--- src/sv/ssched_pkg.sv ---
// ssched_pkg: types and constants shared by the step scheduler modules
// no dependencies; imported by ssched_div, ssched_dp, ssched_ctrl and the top level
package ssched_pkg;

	localparam int TIME_W  = 32;
	localparam int DELTA_W = 16;
	localparam int FLASH_W = 16;
	localparam int BYTE_W  = 8;
	localparam int ARGS_W  = 3;
	localparam int DIV_CNT_W = $clog2(TIME_W);

	localparam logic [TIME_W-1:0]  TIME_NONE     = '1;
	localparam logic [TIME_W-1:0]  RESET_PERIOD  = TIME_W'(7812);
	localparam logic [FLASH_W-1:0] RESET_FLASH   = FLASH_W'(4000);
	localparam logic [ARGS_W-1:0]  PERIOD_ARGS   = ARGS_W'(4);

	localparam logic [BYTE_W-1:0] CMD_LED_OFF = 8'hf0;
	localparam logic [BYTE_W-1:0] CMD_LED_ON  = 8'hf1;
	localparam logic [BYTE_W-1:0] CMD_PERIOD  = 8'h10;

	localparam logic OP_BYTE = 1'b0;
	localparam logic OP_TICK = 1'b1;

	typedef struct packed {
		logic               operation;
		logic [BYTE_W-1:0]  cmd_byte;
		logic [DELTA_W-1:0] tick_delta;
	} item_t;

	typedef struct packed {
		logic step_pulse;
		logic led_lit;
		logic motor_running;
	} result_t;

	// controller to datapath strobes, at most one of them per cycle
	typedef struct packed {
		logic latch_in;
		logic do_cmd;
		logic tick_add;
		logic tick_step;
		logic tick_led;
		logic ap_set;
		logic ap_cmp;
		logic ap_rem;
		logic ap_sum;
		logic ap_final;
		logic load_out;
	} ssched_cmd_t;

	typedef struct packed {
		logic delta_zero;
		logic arg_last;
		logic period_zero;
		logic next_idle;
		logic next_gt_limit;
		logic div_done;
	} ssched_sts_t;

endpackage

--- src/sv/ssched_div.sv ---
// ssched_div: iterative unsigned remainder unit, one quotient bit per cycle
// depends on ssched_pkg
module ssched_div
	import ssched_pkg::*;
(
	input  logic              clk,
	input  logic              arst_n,
	input  logic              start,
	input  logic [TIME_W-1:0] dividend,
	input  logic [TIME_W-1:0] divisor,
	output logic              done,
	output logic [TIME_W-1:0] remainder
);

	localparam logic [DIV_CNT_W-1:0] LAST_STEP = DIV_CNT_W'(TIME_W - 1);

	logic                 busy_q;
	logic [DIV_CNT_W-1:0] cnt_q;
	logic [TIME_W-1:0]    rem_q;
	logic [TIME_W-1:0]    dvd_q;
	logic [TIME_W:0]      rem_sh;
	logic [TIME_W:0]      rem_sub;
	logic                 fits;

	assign rem_sh  = {rem_q, dvd_q[TIME_W-1]};
	assign rem_sub = rem_sh - {1'b0, divisor};
	assign fits    = rem_sh >= {1'b0, divisor};

	always_ff @(posedge clk or negedge arst_n) begin
		if (!arst_n) begin
			busy_q <= 1'b0;
			cnt_q  <= '0;
		end else if (start) begin
			busy_q <= 1'b1;
			cnt_q  <= '0;
		end else if (busy_q) begin
			cnt_q <= cnt_q + 1'b1;
			if (cnt_q == LAST_STEP) begin
				busy_q <= 1'b0;
			end
		end
	end

	always_ff @(posedge clk) begin
		if (start) begin
			rem_q <= '0;
			dvd_q <= dividend;
		end else if (busy_q) begin
			rem_q <= fits ? rem_sub[TIME_W-1:0] : rem_sh[TIME_W-1:0];
			dvd_q <= {dvd_q[TIME_W-2:0], 1'b0};
		end
	end

	// the last step lands on the same edge the controller moves on
	assign done      = busy_q && (cnt_q == LAST_STEP);
	assign remainder = rem_q;

endmodule

--- src/sv/ssched_dp.sv ---
// ssched_dp: scheduler state, time arithmetic, command parsing and result register
// depends on ssched_pkg and ssched_div
module ssched_dp
	import ssched_pkg::*;
(
	input  logic               clk,
	input  logic               arst_n,
	input  ssched_cmd_t        cmd,
	output ssched_sts_t        sts,
	input  item_t              item,
	input  logic               cfg_we,
	input  logic [FLASH_W-1:0] cfg_data,
	output result_t            result
);

	// architectural state
	logic [TIME_W-1:0]  elapsed_q;
	logic [TIME_W-1:0]  period_q;
	logic [TIME_W-1:0]  next_q;
	logic [TIME_W-1:0]  led_off_q;
	logic               led_q;
	logic [ARGS_W-1:0]  args_left_q;
	logic [TIME_W-1:0]  shift_q;
	logic [FLASH_W-1:0] flash_q;

	// working registers
	item_t              item_q;
	logic               flash_hit_q;
	logic               pulse_q;
	logic [TIME_W-1:0]  limit_q;
	logic [TIME_W-1:0]  dividend_q;
	logic [TIME_W-1:0]  part_q;
	logic [TIME_W:0]    sub_q;
	result_t            result_q;

	logic [TIME_W-1:0]  dividend;
	logic [TIME_W-1:0]  rem;
	logic               div_done;
	logic               step_due;

	// next - limit - 1, the distance less one
	assign dividend = next_q + ~limit_q;
	assign step_due = (next_q != TIME_NONE) && (elapsed_q >= next_q);

	ssched_div u_div (
		.clk       (clk),
		.arst_n    (arst_n),
		.start     (cmd.ap_cmp && (next_q > limit_q)),
		.dividend  (dividend),
		.divisor   (period_q),
		.done      (div_done),
		.remainder (rem)
	);

	always_ff @(posedge clk or negedge arst_n) begin
		if (!arst_n) begin
			elapsed_q   <= '0;
			period_q    <= RESET_PERIOD;
			next_q      <= TIME_NONE;
			led_off_q   <= TIME_NONE;
			led_q       <= 1'b0;
			args_left_q <= '0;
			shift_q     <= '0;
			flash_q     <= RESET_FLASH;
		end else begin
			if (cfg_we) begin
				flash_q <= cfg_data;
			end
			if (cmd.do_cmd) begin
				if (args_left_q != '0) begin
					shift_q     <= {shift_q[TIME_W-BYTE_W-1:0], item_q.cmd_byte};
					args_left_q <= args_left_q - 1'b1;
				end else begin
					case (item_q.cmd_byte)
						CMD_LED_OFF: led_q <= 1'b0;
						CMD_LED_ON:  led_q <= 1'b1;
						CMD_PERIOD: begin
							args_left_q <= PERIOD_ARGS;
							shift_q     <= '0;
						end
						default: ;
					endcase
				end
			end else if (cmd.tick_add) begin
				if (item_q.tick_delta != '0) begin
					elapsed_q <= elapsed_q + {{(TIME_W-DELTA_W){1'b0}}, item_q.tick_delta};
				end
			end else if (cmd.tick_step) begin
				if (flash_hit_q) begin
					led_q     <= 1'b1;
					led_off_q <= elapsed_q + {{(TIME_W-FLASH_W){1'b0}}, flash_q};
				end
				if (step_due) begin
					next_q <= next_q + period_q;
				end
			end else if (cmd.tick_led) begin
				if ((led_off_q != TIME_NONE) && (elapsed_q >= led_off_q)) begin
					led_q     <= 1'b0;
					led_off_q <= TIME_NONE;
				end
			end else if (cmd.ap_set) begin
				period_q <= shift_q;
				if (shift_q == '0) begin
					next_q <= TIME_NONE;
				end else if (next_q == TIME_NONE) begin
					next_q <= elapsed_q;
				end
			end else if (cmd.ap_final) begin
				// pulled back past zero: restart from now
				if (sub_q > {1'b0, next_q}) begin
					next_q <= elapsed_q;
				end else begin
					next_q <= next_q - sub_q[TIME_W-1:0];
				end
			end
		end
	end

	always_ff @(posedge clk) begin
		if (cmd.latch_in) begin
			item_q  <= item;
			pulse_q <= 1'b0;
		end
		if (cmd.tick_add) begin
			flash_hit_q <= item_q.tick_delta > DELTA_W'(1);
		end
		if (cmd.tick_step) begin
			pulse_q <= step_due;
		end
		if (cmd.ap_set) begin
			limit_q <= elapsed_q + shift_q;
		end
		if (cmd.ap_cmp) begin
			dividend_q <= dividend;
		end
		// k * period = (diff - 1) - rem + period
		if (cmd.ap_rem) begin
			part_q <= dividend_q - rem;
		end
		if (cmd.ap_sum) begin
			sub_q <= {1'b0, part_q} + {1'b0, period_q};
		end
		if (cmd.load_out) begin
			result_q.step_pulse    <= pulse_q;
			result_q.led_lit       <= led_q;
			result_q.motor_running <= next_q != TIME_NONE;
		end
	end

	assign sts.delta_zero    = item_q.tick_delta == '0;
	assign sts.arg_last      = args_left_q == ARGS_W'(1);
	assign sts.period_zero   = shift_q == '0;
	assign sts.next_idle     = next_q == TIME_NONE;
	assign sts.next_gt_limit = next_q > limit_q;
	assign sts.div_done      = div_done;

	assign result = result_q;

endmodule

--- src/sv/ssched_ctrl.sv ---
// ssched_ctrl: sequencing state machine and handshakes for the step scheduler
// depends on ssched_pkg
module ssched_ctrl
	import ssched_pkg::*;
(
	input  logic        clk,
	input  logic        arst_n,
	input  logic        item_valid,
	input  logic        item_op,
	output logic        item_stall,
	output logic        result_valid,
	input  logic        result_stall,
	input  ssched_sts_t sts,
	output ssched_cmd_t cmd
);

	typedef enum logic [3:0] {
		S_IDLE,
		S_CMD,
		S_TICK1,
		S_TICK2,
		S_TICK3,
		S_AP0,
		S_AP1,
		S_DIV,
		S_AP2,
		S_AP3,
		S_AP4,
		S_DONE
	} state_t;

	state_t state_q;
	logic   out_valid_q;
	logic   accept;
	logic   out_free;

	assign accept   = (state_q == S_IDLE) && item_valid;
	assign out_free = !out_valid_q || !result_stall;

	always_ff @(posedge clk or negedge arst_n) begin
		if (!arst_n) begin
			state_q     <= S_IDLE;
			out_valid_q <= 1'b0;
		end else begin
			if (out_valid_q && !result_stall) begin
				out_valid_q <= 1'b0;
			end
			case (state_q)
				S_IDLE: begin
					if (item_valid) begin
						state_q <= (item_op == OP_TICK) ? S_TICK1 : S_CMD;
					end
				end
				S_CMD:   state_q <= sts.arg_last ? S_AP0 : S_DONE;
				S_TICK1: state_q <= sts.delta_zero ? S_DONE : S_TICK2;
				S_TICK2: state_q <= S_TICK3;
				S_TICK3: state_q <= S_DONE;
				S_AP0:   state_q <= (sts.period_zero || sts.next_idle) ? S_DONE : S_AP1;
				S_AP1:   state_q <= sts.next_gt_limit ? S_DIV : S_DONE;
				S_DIV: begin
					if (sts.div_done) begin
						state_q <= S_AP2;
					end
				end
				S_AP2:   state_q <= S_AP3;
				S_AP3:   state_q <= S_AP4;
				S_AP4:   state_q <= S_DONE;
				S_DONE: begin
					if (out_free) begin
						out_valid_q <= 1'b1;
						state_q     <= S_IDLE;
					end
				end
				default: state_q <= S_IDLE;
			endcase
		end
	end

	always_comb begin
		cmd           = '0;
		cmd.latch_in  = accept;
		cmd.do_cmd    = state_q == S_CMD;
		cmd.tick_add  = state_q == S_TICK1;
		cmd.tick_step = state_q == S_TICK2;
		cmd.tick_led  = state_q == S_TICK3;
		cmd.ap_set    = state_q == S_AP0;
		cmd.ap_cmp    = state_q == S_AP1;
		cmd.ap_rem    = state_q == S_AP2;
		cmd.ap_sum    = state_q == S_AP3;
		cmd.ap_final  = state_q == S_AP4;
		cmd.load_out  = (state_q == S_DONE) && out_free;
	end

	assign item_stall   = state_q != S_IDLE;
	assign result_valid = out_valid_q;

endmodule

--- src/sv/stepper_step_scheduler_unit.sv ---
// stepper_step_scheduler_unit: one item at a time, one result per item
// per item: a command byte runs S_CMD, a tick S_TICK1 to S_TICK3 (zero delta: S_TICK1),
// a period command's last byte S_CMD, up to S_AP0, S_AP1, S_DIV (pullback remainder unit),
// S_AP2 to S_AP4, then S_DONE; the next item is taken the cycle after the result is loaded
// arst_n resets the scheduler to time 0, period 7812, motor idle, led dark, flash time 4000
// depends on ssched_pkg, ssched_ctrl, ssched_dp
module stepper_step_scheduler_unit
	import ssched_pkg::*;
(
	input  logic               clk,
	input  logic               arst_n,
	input  logic               item_valid,
	output logic               item_stall,
	input  item_t              item,
	output logic               result_valid,
	input  logic               result_stall,
	output result_t            result,
	input  logic               cfg_valid,
	output logic               cfg_ready,
	input  logic [FLASH_W-1:0] cfg_data
);

	ssched_cmd_t cmd;
	ssched_sts_t sts;

	assign cfg_ready = 1'b1;

	ssched_ctrl u_ctrl (
		.clk          (clk),
		.arst_n       (arst_n),
		.item_valid   (item_valid),
		.item_op      (item.operation),
		.item_stall   (item_stall),
		.result_valid (result_valid),
		.result_stall (result_stall),
		.sts          (sts),
		.cmd          (cmd)
	);

	ssched_dp u_dp (
		.clk      (clk),
		.arst_n   (arst_n),
		.cmd      (cmd),
		.sts      (sts),
		.item     (item),
		.cfg_we   (cfg_valid && cfg_ready),
		.cfg_data (cfg_data),
		.result   (result)
	);

endmodule

--- config.mk ---
export PLATFORM = sky130hd
export DESIGN_NAME = stepper_step_scheduler_unit
export DESIGN_NICKNAME = d
export VERILOG_FILES = /design/src/sv/ssched_pkg.sv /design/src/sv/ssched_div.sv /design/src/sv/ssched_dp.sv /design/src/sv/ssched_ctrl.sv /design/src/sv/stepper_step_scheduler_unit.sv
export SDC_FILE = /design/constraint.sdc
export NUM_CORES = 1
export LEC_CHECK = 0
export BUFFER_PORTS_ARGS = -buffer_cell sky130_fd_sc_hd__buf_2
export CAP_MARGIN = 20
export CORE_MARGIN = 3
export CORE_UTILIZATION = 25
export DETAILED_ROUTE_END_ITERATION = 10
export GPL_TIMING_DRIVEN = 1
export PLACE_DENSITY = 0.43
export SETUP_SLACK_MARGIN = 0.15
export SKIP_LAST_GASP = 1
export SYNTH_ARGS = -nofsm -noshare
export SYNTH_HDL_FRONTEND = slang
export SYNTH_SLANG_ARGS = --single-unit
--- constraint.sdc ---
create_clock -name clk -period 7.93 [get_ports clk]
set_input_delay 0.3965 -clock clk [delete_from_list [all_inputs] [get_ports clk]]
set_output_delay 0.3965 -clock clk [all_outputs]
set_load 0.01 [all_outputs]
==> results of run 1 <==
-- registers in the layout, indices dropped and copies added, names as in the netlist --
signal                flops
u_dp.item_q              24
u_dp.dividend_q          32
u_dp.flash_q             16
u_dp.pulse_q              1
u_dp.sub_q               33
u_ctrl.state_q            4
u_dp.u_div.cnt_q          5
u_dp.elapsed_q           32
u_dp.led_q                1
u_dp.u_div.remainder     32
u_dp.period_q            32
u_dp.shift_q             32
u_dp.result               3
u_dp.next_q              32
u_dp.u_div.dvd_q         32
u_dp.limit_q             32
u_dp.u_div.busy_q         1
u_dp.flash_hit_q          1
u_dp.part_q              32
u_dp.args_left_q          3
u_ctrl.result_valid       1
u_dp.led_off_q           32
-- stage by stage --
step	cell area (um^2)	hold slack [ns]	setup slack, ns
floorplan	30900	0.101	4.28
global route	35400	0.0871	2.97
CTS	35400	0.0592	3.28
detailed placement	33100	0.495	3.30
global placement	33100	0.491	2.88
finish	35400	0.0868	3.20
-- per-layer routing --
layer	track usage, %	vias up
li1	-	12500
met1	22.2	12000
met2	25.6	507
met3	1.90	116
met4	5.18	0
met5	0	-
-- layout make-up --
type | instances | area [um^2] | share of cell area [%]
Antenna cell | 1 | 2.50 | 0.00708
Inverter | 263 | 988 | 2.80
Clock inverter | 33 | 280 | 0.793
Sequential cell | 413 | 11200 | 31.7
Clock buffer | 71 | 1570 | 4.44
Tap cell | 1625 | 2030 | 5.75
Multi-Input combinational cell | 2576 | 18300 | 51.8
Timing Repair Buffer | 124 | 938 | 2.65
-- worst min-delay path, cell delays in order --
cell     delay [ns]
buf_2          0.13
nand2_1        0.08
nand2_1        0.06
-- what timing repair did --
item / in CTS / in global routing
resized for setup: 0 / 0
hold buffers: 41 / 0
endpoints found under the hold margin: 98 / 0
-- power groups by stage --
stage          Combinational, uW  Sequential, uW  Clock [uW]
3_3_place_gp                8520            4130           0
4_1_cts                     8570            4090        2670
3_5_place_dp                8480            4130           0
2_1_floorplan               6320            3700           0
5_1_grt                     9530            4170        2750
6_report                    8560            4080        2590
-- cells by family (layout without fill, tap and decap cells) --
| kind of cell | after synthesis | count (layout) | synth area share (%) |
|---|---|---|---|
| adders and majority gates | 361 | 361 | 14.9 |
| xor gates and xnor gates | 244 | 244 | 6.92 |
| buffers and inverters | 361 | 491 | 4.53 |
| DFF | 413 | 413 | 36.3 |
| and+or+nand+nor | 868 | 868 | 13.4 |
| other | 1 | 2 | 0.0121 |
| AOI/OAI and AO/OA | 1055 | 1055 | 22.4 |
| muxes | 47 | 47 | 1.63 |
-- synthesized netlist by cell type (76+ instances only) --
cell type / n / area (um^2)
ha_1: 352 / 4400
nand2_1: 298 / 1120
a21oi_1: 295 / 1480
inv_1: 263 / 987
o21ai_0: 211 / 1060
edfxtp_1: 190 / 5710
nor2_1: 188 / 706
xnor2_1: 159 / 1390
a21o_1: 142 / 1070
dfrtp_1: 115 / 2880
xor2_1: 85 / 744
dfstp_2: 76 / 2000
-- worst paths after layout --
check,cells after the start,slack (ns),end
worst max-delay path,13,3.20,u_dp.u_div.remainder[30]
worst min-delay path,3,0.09,u_ctrl.result_valid
worst max register to register,13,3.20,u_dp.u_div.remainder[30]
worst min register to register,2,0.50,u_dp.led_off_q[11]
max in group asynchronous,3,6.17,u_dp.led_off_q[23]
min in group asynchronous,2,0.47,u_dp.period_q[4]
==> reports/metrics.csv, run 1 <==
stage,metric,value,unit
final_layout,final_common_cell,ha_1,
logic_synthesis,synth.yosys.seq_area_share,36.3,%
clock_network,post_cts.repair.setup_buffers,0,
grt,grt_overflow,0,
clock_network,cts.reportedPaths.clkPinSlew,0.06,ns
power_and_ir_drop,p_sw_share,46.3,%
logic_synthesis,avgSynthCellArea,9.22,um^2
timing,worstMarginPinSlew,1.08,ns
clock_network,cts_inserted_buffers,55,
detailed_routing,routed.top_layer,met4,
detailed_routing,routed_wl,104000,um
flow_run,cap_violations,0,
detailed_routing,drtPass1Iterations,5,
floorplanning,die_h,357,um
floorplanning,die_w,357,um
detailed_routing,wl_met1,48800,um
setup_path,endpoint_kind,flip-flop,
grt,antenna_found_initial,2,
setup_path,worst_path_most_repeated_cell,buf_4,
setup_path,path_delay_family,simple AND/OR/NAND/NOR gates,
setup_path,cpPeakStageDelay,0.70,ns
detailed_routing,wl_met2,47600,um
outcome,status,finished clean,
power_and_ir_drop,p_leak,0.0157,uW
setup_path,startpoint,u_dp.period_q[7],
timing,fin_skew,0.0206,ns
clock_network,cts_tree,done,
clock_network,cts-root-buf,clkbuf_16,
timing,hold_viol_final,0,
placed_design,dp_cells,4960,
hold_path,min_path_type,input pin to flip-flop,
logic_synthesis,synth-async-reset-ratio,46.2,%
power_and_ir_drop,p_sw,7050,uW
setup_path,r2r_start,u_dp.period_q[7],
timing,finalCritPeriodShare,59.7,%
floorplanning,rows,128,
final_layout,area_growth_syn_to_layout,14.5,%
power_and_ir_drop,powerDensity,431,nW/um^2
placed_design,portBuffers,50,
power_and_ir_drop,pwr-share-comb,56.2,%
logic_synthesis,synth_ff_type,edfxtp_1,
setup_path,crit_buf_inv,3,
clock_network,cts.sinks,413,
final_layout,fin_nets,3840,
grt,grt_usage,15.9,%
grt,grt_pass1_wl,155000,um
floorplanning,initial_core_util,25.3,%
detailed_routing,post_drt_wl_per_cell,20.4,um
power_and_ir_drop,vdd_drop_max,0.188,mV
logic_synthesis,synth_edf_count,190,
setup_path,crit_fanout,32,
timing,setup_viol,0,
setup_path,path_cells,"inv_1, ha_1, nand4_1, nor2_1, nand3_1, or4_1, nor4_2, o2111a_1, buf_4, or2_1, buf_4, o21ai_1, a311oi_1",
floorplanning,ios,52,
final_layout,drive_gt1_share,9.40,%
setup_path,timing_worst_setup_path_type,flip-flop to flip-flop,
timing,slew_violations,0,
logic_synthesis,yosys_warnings,0,
final_layout,final_core_util,28.9,%
power_and_ir_drop,p_int,8180,uW
setup_path,startpoint_type,flip-flop,
timing,setup_tns,0,ns
power_and_ir_drop,power.share.clock,17.0,%
clock_network,clk_path_buf_depth,3,
floorplanning,dieArea,128000,um^2
detailed_routing,via_count,25000,
timing,rsz0062_at_grt,false,
final_layout,fin_cells,5106,
logic_synthesis,synth_cells,3350,
logic_synthesis,synthDistinctLibCells,94,
detailed_routing,vias_per_cell,4.90,
placed_design,dpl.hpwl,80800,um
detailed_routing,drt_iter0_markers,1916,
grt,grt_max_degree,101,
detailed_routing,drc,0,
timing,relSlewSlack,27.5,%
grt,grt_pass1_vias,24100,
detailed_routing,antenna_left,0,
setup_path,crit_slowest_cell,nor4_2,
floorplanning,core,122000,um^2
power_and_ir_drop,seqPwrFrac,26.8,%
detailed_routing,wl_met3,4320,um
final_layout,final_cell_mix,"ha_1 (352), nand2_1 (298), a21oi_1 (295), inv_1 (262), o21ai_0 (211)",
logic_synthesis,synth_fp_nets,3757,
timing,timing.final.crit_period,4.73,ns
placed_design,gp_congestion,0.881,
clock_network,cts_htree_levels,2,
timing,max_freq,211,MHz
clock_network,clock_latency,0.64,ns
hold_path,min_from,result_stall,
setup_path,worstPathArrival,5.28,ns
logic_synthesis,yosys_register_bits,413,
logic_synthesis,netlist_area,30900,um^2
final_layout,nFillCells,13000,
power_and_ir_drop,finalPower,15200,uW
setup_path,worst-endpoint-required,8.47,ns
Power figures use the tool's default switching activity.
==> inputs of run 2 (changes only) <==
==> constraint.sdc (replaced) <==
create_clock -name clk -period 4.4 [get_ports clk]
set_input_delay 0.22 -clock clk [delete_from_list [all_inputs] [get_ports clk]]
set_output_delay 0.22 -clock clk [all_outputs]
set_load 0.01 [all_outputs]
==> run 2 against run 1 <==
Sequential share of layout area down 0.25 points. Critical endpoint unchanged. Die area unchanged. Combinational power up 80%. Critical path type unchanged. First-iteration DRC count down 1.9%. Routed wire length up 0.38%. Utilization up 0.23 points. Total power up 80%. Register-to-register slack worse by 2.7 ns.
==> reports/metrics.csv, run 2 (same netlist as run 1, synthesis figures left out) <==
stage,metric,value,unit
setup_path,rrSetupSlack,0.49,ns
detailed_routing,drtPass1Iterations,6,
flow_run,cap_violations,0,
setup_path,cp-endpoint,u_dp.u_div.remainder[30],
clock_network,cts_inserted_buffers,54,
floorplanning,die_w,357,um
timing,worstMarginPinSlew,1.02,ns
grt,grt_max_degree,100,
hold_path,min_path_type,input pin to flip-flop,
floorplanning,die_h,357,um
timing,slew_violations,0,
setup_path,cp.depth,13,
setup_path,startpoint,u_dp.period_q[7],
timing,setup_viol,0,
timing,rsz0062_at_grt,false,
placed_design,dpl.hpwl,81500,um
detailed_routing,drc,0,
timing,max_freq,256,MHz
placed_design,placed_area,33400,um^2
setup_path,r2r_end,u_dp.u_div.remainder[30],
timing,relSlewSlack,32.2,%
clock_network,cts_htree_levels,2,
timing,fin_skew,0.0174,ns
clock_network,clock_latency,0.62,ns
clock_network,cts_tree,done,
timing,finalCritPeriodShare,89.0,%
floorplanning,initial_core_util,25.3,%
clock_network,clk_path_buf_depth,3,
floorplanning,ios,52,
detailed_routing,via_count,25300,
setup_path,timing_worst_setup_path_type,flip-flop to flip-flop,
placed_design,portBuffers,50,
final_layout,final_common_cell,ha_1,
clock_network,post_cts.repair.setup_buffers,0,
setup_path,crit_buf_inv,3,
detailed_routing,antenna_left,0,
setup_path,worstPathArrival,4.44,ns
grt,antenna_found_initial,3,
placed_design,place_ws,0.365,ns
placed_design,gp_congestion,0.866,
final_layout,largest_reg_flops,33,
setup_path,reg2reg_depth,13,
setup_path,crit_fanout,32,
power_and_ir_drop,vdd_drop_max,0.289,mV
final_layout,stdcell_area,35600,um^2
clock_network,cts-root-buf,clkbuf_16,
setup_path,worst-endpoint-required,4.93,ns
floorplanning,rows,128,
grt,grt_usage,16.0,%
grt,grt_overflow,0,
final_layout,antennaDiodeCount,0,
setup_path,cpPeakStageDelay,0.55,ns
detailed_routing,post_drt_wl_per_cell,20.3,um
clock_network,cts.sinks,413,
power_and_ir_drop,p_leak,0.0159,uW
final_layout,fin_nets,3874,
detailed_routing,drt_iter0_markers,1879,
final_layout,final_cell_mix,"ha_1 (352), nand2_1 (298), a21oi_1 (295), inv_1 (262), o21ai_0 (211)",
detailed_routing,vias_per_cell,4.92,
clock_network,cts.reportedPaths.clkPinSlew,0.06,ns
timing,fin_ws,0.486,ns
grt,grt_pass1_wl,157000,um
floorplanning,dieArea,128000,um^2
final_layout,top_register,u_dp.sub_q,
detailed_routing,routed_wl,104000,um
timing,hold_viol_final,0,
power_and_ir_drop,powerDensity,768,nW/um^2
setup_path,endpoint_kind,flip-flop,
outcome,status,finished clean,
setup_path,path_cells,"inv_1, ha_1, nand4_1, nor2_1, nand3_1, or4_1, nor4_2, buf_4, o2111a_1, or2_1, buf_12, o21ai_1, a311oi_1",
setup_path,r2r_start,u_dp.period_q[7],
floorplanning,core,122000,um^2
timing,timing.final.crit_period,3.91,ns
final_layout,area_growth_syn_to_layout,15.4,%
timing,setup_tns,0,ns
setup_path,path_delay_family,simple AND/OR/NAND/NOR gates,
final_layout,drive_gt1_share,9.93,%
setup_path,startpoint_type,flip-flop,
setup_path,crit_slowest_cell,dfstp_2,
grt,grt_pass1_vias,24500,
[run 2: stage by stage]
stage	total power [uW]	utilization, %	hold WS [ns]	std cells
2_1_floorplan	18100	-	-0.0756	3350
3_3_place_gp	22700	27.3	0.312	4994
3_5_place_dp	22600	27.3	0.299	4994
4_1_cts	27600	29.2	0.0177	5138
5_1_grt	29600	29.2	0.0812	5138
6_report	27400	29.2	0.0500	5138
[run 2: layout make-up]
type / count / area (um^2)
inverter: 263 / 988
multi-input combinational: 2576 / 18300
fill: 12900 / 86600
clock inverter: 32 / 363
sequential: 413 / 11200
clock buffer: 70 / 1460
timing repair buffer: 159 / 1250
tap: 1625 / 2030
[run 2: worst min path at each step]
stage | start | to | slack, ns | depth (start not counted)
after detailed placement | arst_n | u_dp.u_div.cnt_q[0] | 0.30 | 1
after global routing | item_valid | u_ctrl.state_q[3] | 0.08 | 3
after floorplan | arst_n | u_ctrl.result_valid | -0.08 | 0
after CTS | item_valid | u_ctrl.state_q[3] | 0.02 | 3
after global placement | arst_n | u_dp.u_div.cnt_q[0] | 0.31 | 1
final | item_valid | u_ctrl.state_q[3] | 0.05 | 3
[run 2: timing repair]
action                                  CTS  global route
gates resized for setup                   0             1
hold buffers                             42             0
endpoints found under the setup margin    0             8
endpoints found under the hold margin   118             0
[run 2: per-layer routing]
metal / part of all wire, % / global-route usage, % / vias to the layer above
li1: - / - / 12500
met1: 47 / 22.2 / 12200
met2: 46 / 26.4 / 491
met3: 3.0 / 1.34 / 125
met4: 3.4 / 5.34 / 0
met5: 0 / 0 / -
[run 2: report_power, final]
group	switching [uW]	total, uW	internal, uW
Combinational	9230	15400	6210
Clock	1870	4670	2800
Sequential	1360	7250	5900
Total	12500	27400	14900
[run 2: worst reg2reg max path, stage by stage (launching register included)]
cell and delay [ns]:
dfstp_2 0.55, inv_1 0.07, ha_1 0.41, nand4_1 0.24, nor2_1 0.34, nand3_1 0.13, or4_1 0.51, nor4_2 0.29
buf_4 0.21, o2111a_1 0.32, or2_1 0.19, buf_12 0.21, o21ai_1 0.11, a311oi_1 0.25
==> inputs of run 3 (changes only) <==
--- a/config.mk
+++ b/config.mk
@@ -5,6 +5,7 @@
 export SDC_FILE = /design/constraint.sdc
 export NUM_CORES = 1
 export LEC_CHECK = 0
+export ABC_AREA = 0
 export BUFFER_PORTS_ARGS = -buffer_cell sky130_fd_sc_hd__buf_2
 export CAP_MARGIN = 20
 export CORE_MARGIN = 3
==> constraint.sdc (replaced) <==
create_clock -name clk -period 4.57 [get_ports clk]
set_input_delay 0.2285 -clock clk [delete_from_list [all_inputs] [get_ports clk]]
set_output_delay 0.2285 -clock clk [all_outputs]
set_load 0.01 [all_outputs]
==> run 3 against run 2 <==
First-iteration DRC count shrank 0.85%. Count of clock-buffer cells in the layout increased by 12. Sequential share of layout area rose by 0.056 points. Final area decreased by 0.18%. Non-clock buffer count shrank 5. Largest cell class unchanged. Highest routed layer unchanged. Die area is the same. Maximum frequency fell by 7.6%. Combinational power shrank 3%. Critical path type unchanged. Clock skew increased by 0.0046 ns.
==> reports/metrics.csv, run 3 (same netlist as run 1, synthesis figures left out) <==
stage,metric,value,unit
timing,hold_ws,0.0805,ns
timing,worstMarginPinSlew,0.923,ns
timing,rsz0062_at_grt,false,
grt,grt_max_degree,84,
clock_network,cts.sinks,413,
placed_design,portBuffers,50,
setup_path,rrSetupSlack,0.33,ns
power_and_ir_drop,p_leak,0.0159,uW
placed_design,placed_area,33300,um^2
floorplanning,initial_core_util,25.3,%
detailed_routing,drtPass1Iterations,7,
final_layout,top_register,u_dp.sub_q,
detailed_routing,routed_wl,104000,um
timing,hold_viol_final,0,
timing,relSlewSlack,38.3,%
power_and_ir_drop,p_sw_share,45.6,%
setup_path,startpoint_type,flip-flop,
power_and_ir_drop,vdd_drop_max,0.293,mV
final_layout,largest_reg_flops,33,
final_layout,stdcell_area,35600,um^2
clock_network,clock_latency,0.62,ns
grt,antenna_found_initial,1,
clock_network,cts_htree_levels,2,
timing,fin_skew,0.0220,ns
final_layout,drive_gt1_share,9.98,%
clock_network,cts_inserted_buffers,53,
hold_path,min_path_type,input pin to flip-flop,
hold_path,hold_path_depth,3,
setup_path,reg2reg_depth,13,
timing,max_freq,236,MHz
timing,fin_ws,0.334,ns
setup_path,worst-endpoint-required,5.11,ns
final_layout,final_common_cell,ha_1,
floorplanning,die_h,357,um
detailed_routing,via_count,25300,
floorplanning,dieArea,128000,um^2
hold_path,min_to,u_ctrl.state_q[3],
power_and_ir_drop,p_int,14300,uW
floorplanning,ios,52,
setup_path,r2r_start,u_dp.period_q[7],
timing,slew_violations,0,
flow_run,cap_violations,0,
grt,grt_pass1_wl,158000,um
detailed_routing,post_drt_wl_per_cell,20.4,um
outcome,status,finished clean,
detailed_routing,antenna_left,0,
floorplanning,rows,128,
placed_design,dpl.hpwl,81200,um
setup_path,timing_worst_setup_path_type,flip-flop to flip-flop,
setup_path,r2r_end,u_dp.u_div.remainder[16],
power_and_ir_drop,powerDensity,739,nW/um^2
final_layout,fin_nets,3868,
power_and_ir_drop,seqPwrFrac,26.4,%
final_layout,nFillCells,12900,
clock_network,cts-root-buf,clkbuf_16,
final_layout,final_cell_mix,"ha_1 (352), nand2_1 (298), a21oi_1 (295), inv_1 (262), o21ai_0 (211)",
timing,setup_tns,0,ns
timing,timing.final.crit_period,4.24,ns
power_and_ir_drop,power.share.clock,16.9,%
clock_network,cts_tree,done,
placed_design,gp_congestion,0.874,
timing,setup_viol,0,
hold_path,min_from,item_valid,
power_and_ir_drop,pwr-share-comb,56.6,%
floorplanning,die_w,357,um
grt,grt_usage,16.1,%
setup_path,worstPathArrival,4.77,ns
detailed_routing,vias_per_cell,4.93,
power_and_ir_drop,p_sw,12000,uW
clock_network,cts.reportedPaths.clkPinSlew,0.06,ns
setup_path,endpoint_kind,flip-flop,
detailed_routing,drc,0,
final_layout,area_growth_syn_to_layout,15.2,%
floorplanning,core,122000,um^2
grt,grt_pass1_vias,24700,
setup_path,crit_fanout,26,
placed_design,place_ws,0.238,ns
grt,grt_overflow,0,
timing,finalCritPeriodShare,92.7,%
clock_network,clk_path_buf_depth,3,
detailed_routing,drt_iter0_markers,1863,
[run 3: cell count changes in the layout (fill, tap and decap cells not counted), moves of 2 or more]
cell / previous run / this run
clkbuf_1: 11 / 15
clkinv_1: 13 / 1
clkbuf_8: 5 / 12
buf_12: 5 / 3
bufinv_16: 8 / 5
buf_4: 62 / 59
[run 3: what timing repair did]
action,in CTS,in global routing
hold buffers,42,0
resized for setup,0,2
setup buffers,0,0
endpoints found under the setup margin,0,28
endpoints found under the hold margin,101,0
[run 3: layout make-up]
class	count	area (um^2)	share of cell area, %
well taps	1625	2030	5.72
inverters	263	988	2.78
multi-input cells	2576	18300	51.5
clock inverters	18	221	0.623
clock buffers	82	1600	4.49
diodes	1	2.50	0.00703
flip-flops and latches	413	11200	31.5
repair buffers	154	1180	3.33
[run 3: worst max path at each step]
stage	endpoint	cells after the start	slack, ns	from
5_1_grt	u_dp.u_div.remainder[16]	13	0.17	u_dp.period_q[7]
2_1_floorplan	u_dp.u_div.dvd_q[0]	12	0.92	u_dp.next_q[11]
6_report	u_dp.u_div.remainder[16]	13	0.33	u_dp.period_q[7]
3_5_place_dp	u_dp.u_div.remainder[16]	13	0.24	u_dp.period_q[7]
4_1_cts	u_dp.u_div.remainder[16]	13	0.20	u_dp.period_q[7]
3_3_place_gp	u_dp.u_div.remainder[14]	13	0.20	u_dp.period_q[7]
[run 3: critical path, cell delays in order, from the launching register on]
cell and delay [ns]:
dfstp_2 0.56, inv_1 0.08, ha_1 0.40, nand4_1 0.23, nor2_1 0.35, nand3_1 0.18, or4_1 0.58, nor4_2 0.39
buf_4 0.23, o2111a_1 0.24, or2_1 0.35, buf_12 0.24, a311oi_1 0.12, a211oi_1 0.17
[run 3: routing by layer]
metal  up-vias  wire length (um)  global-route usage, %
met4         0              2620                   4.27
met2       453             49300                   26.9
li1      12500                 -                      -
met1     12200             48800                   22.2
met5         -                 0                      0
met3       117              3790                   1.72
[run 3: stage by stage]
| step | cells | power (uW) | utilization (%) |
|---|---|---|---|
| after floorplan | 3350 | 17400 | - |
| after global placement | 4989 | 21900 | 27.3 |
| after detailed placement | 4989 | 21800 | 27.3 |
| after CTS | 5131 | 26500 | 29.1 |
| after global routing | 5131 | 28600 | 29.1 |
| final | 5132 | 26300 | 29.1 |
[run 3: power groups by stage]
stage               registers, uW  logic (uW)  clock network (uW)
CTS                          6980       14900                4600
floorplan                    6420       11000                   0
detailed placement           7040       14800                   0
global route                 7100       16700                4740
finish                       6960       14900                4450
global placement             7030       14800                   0
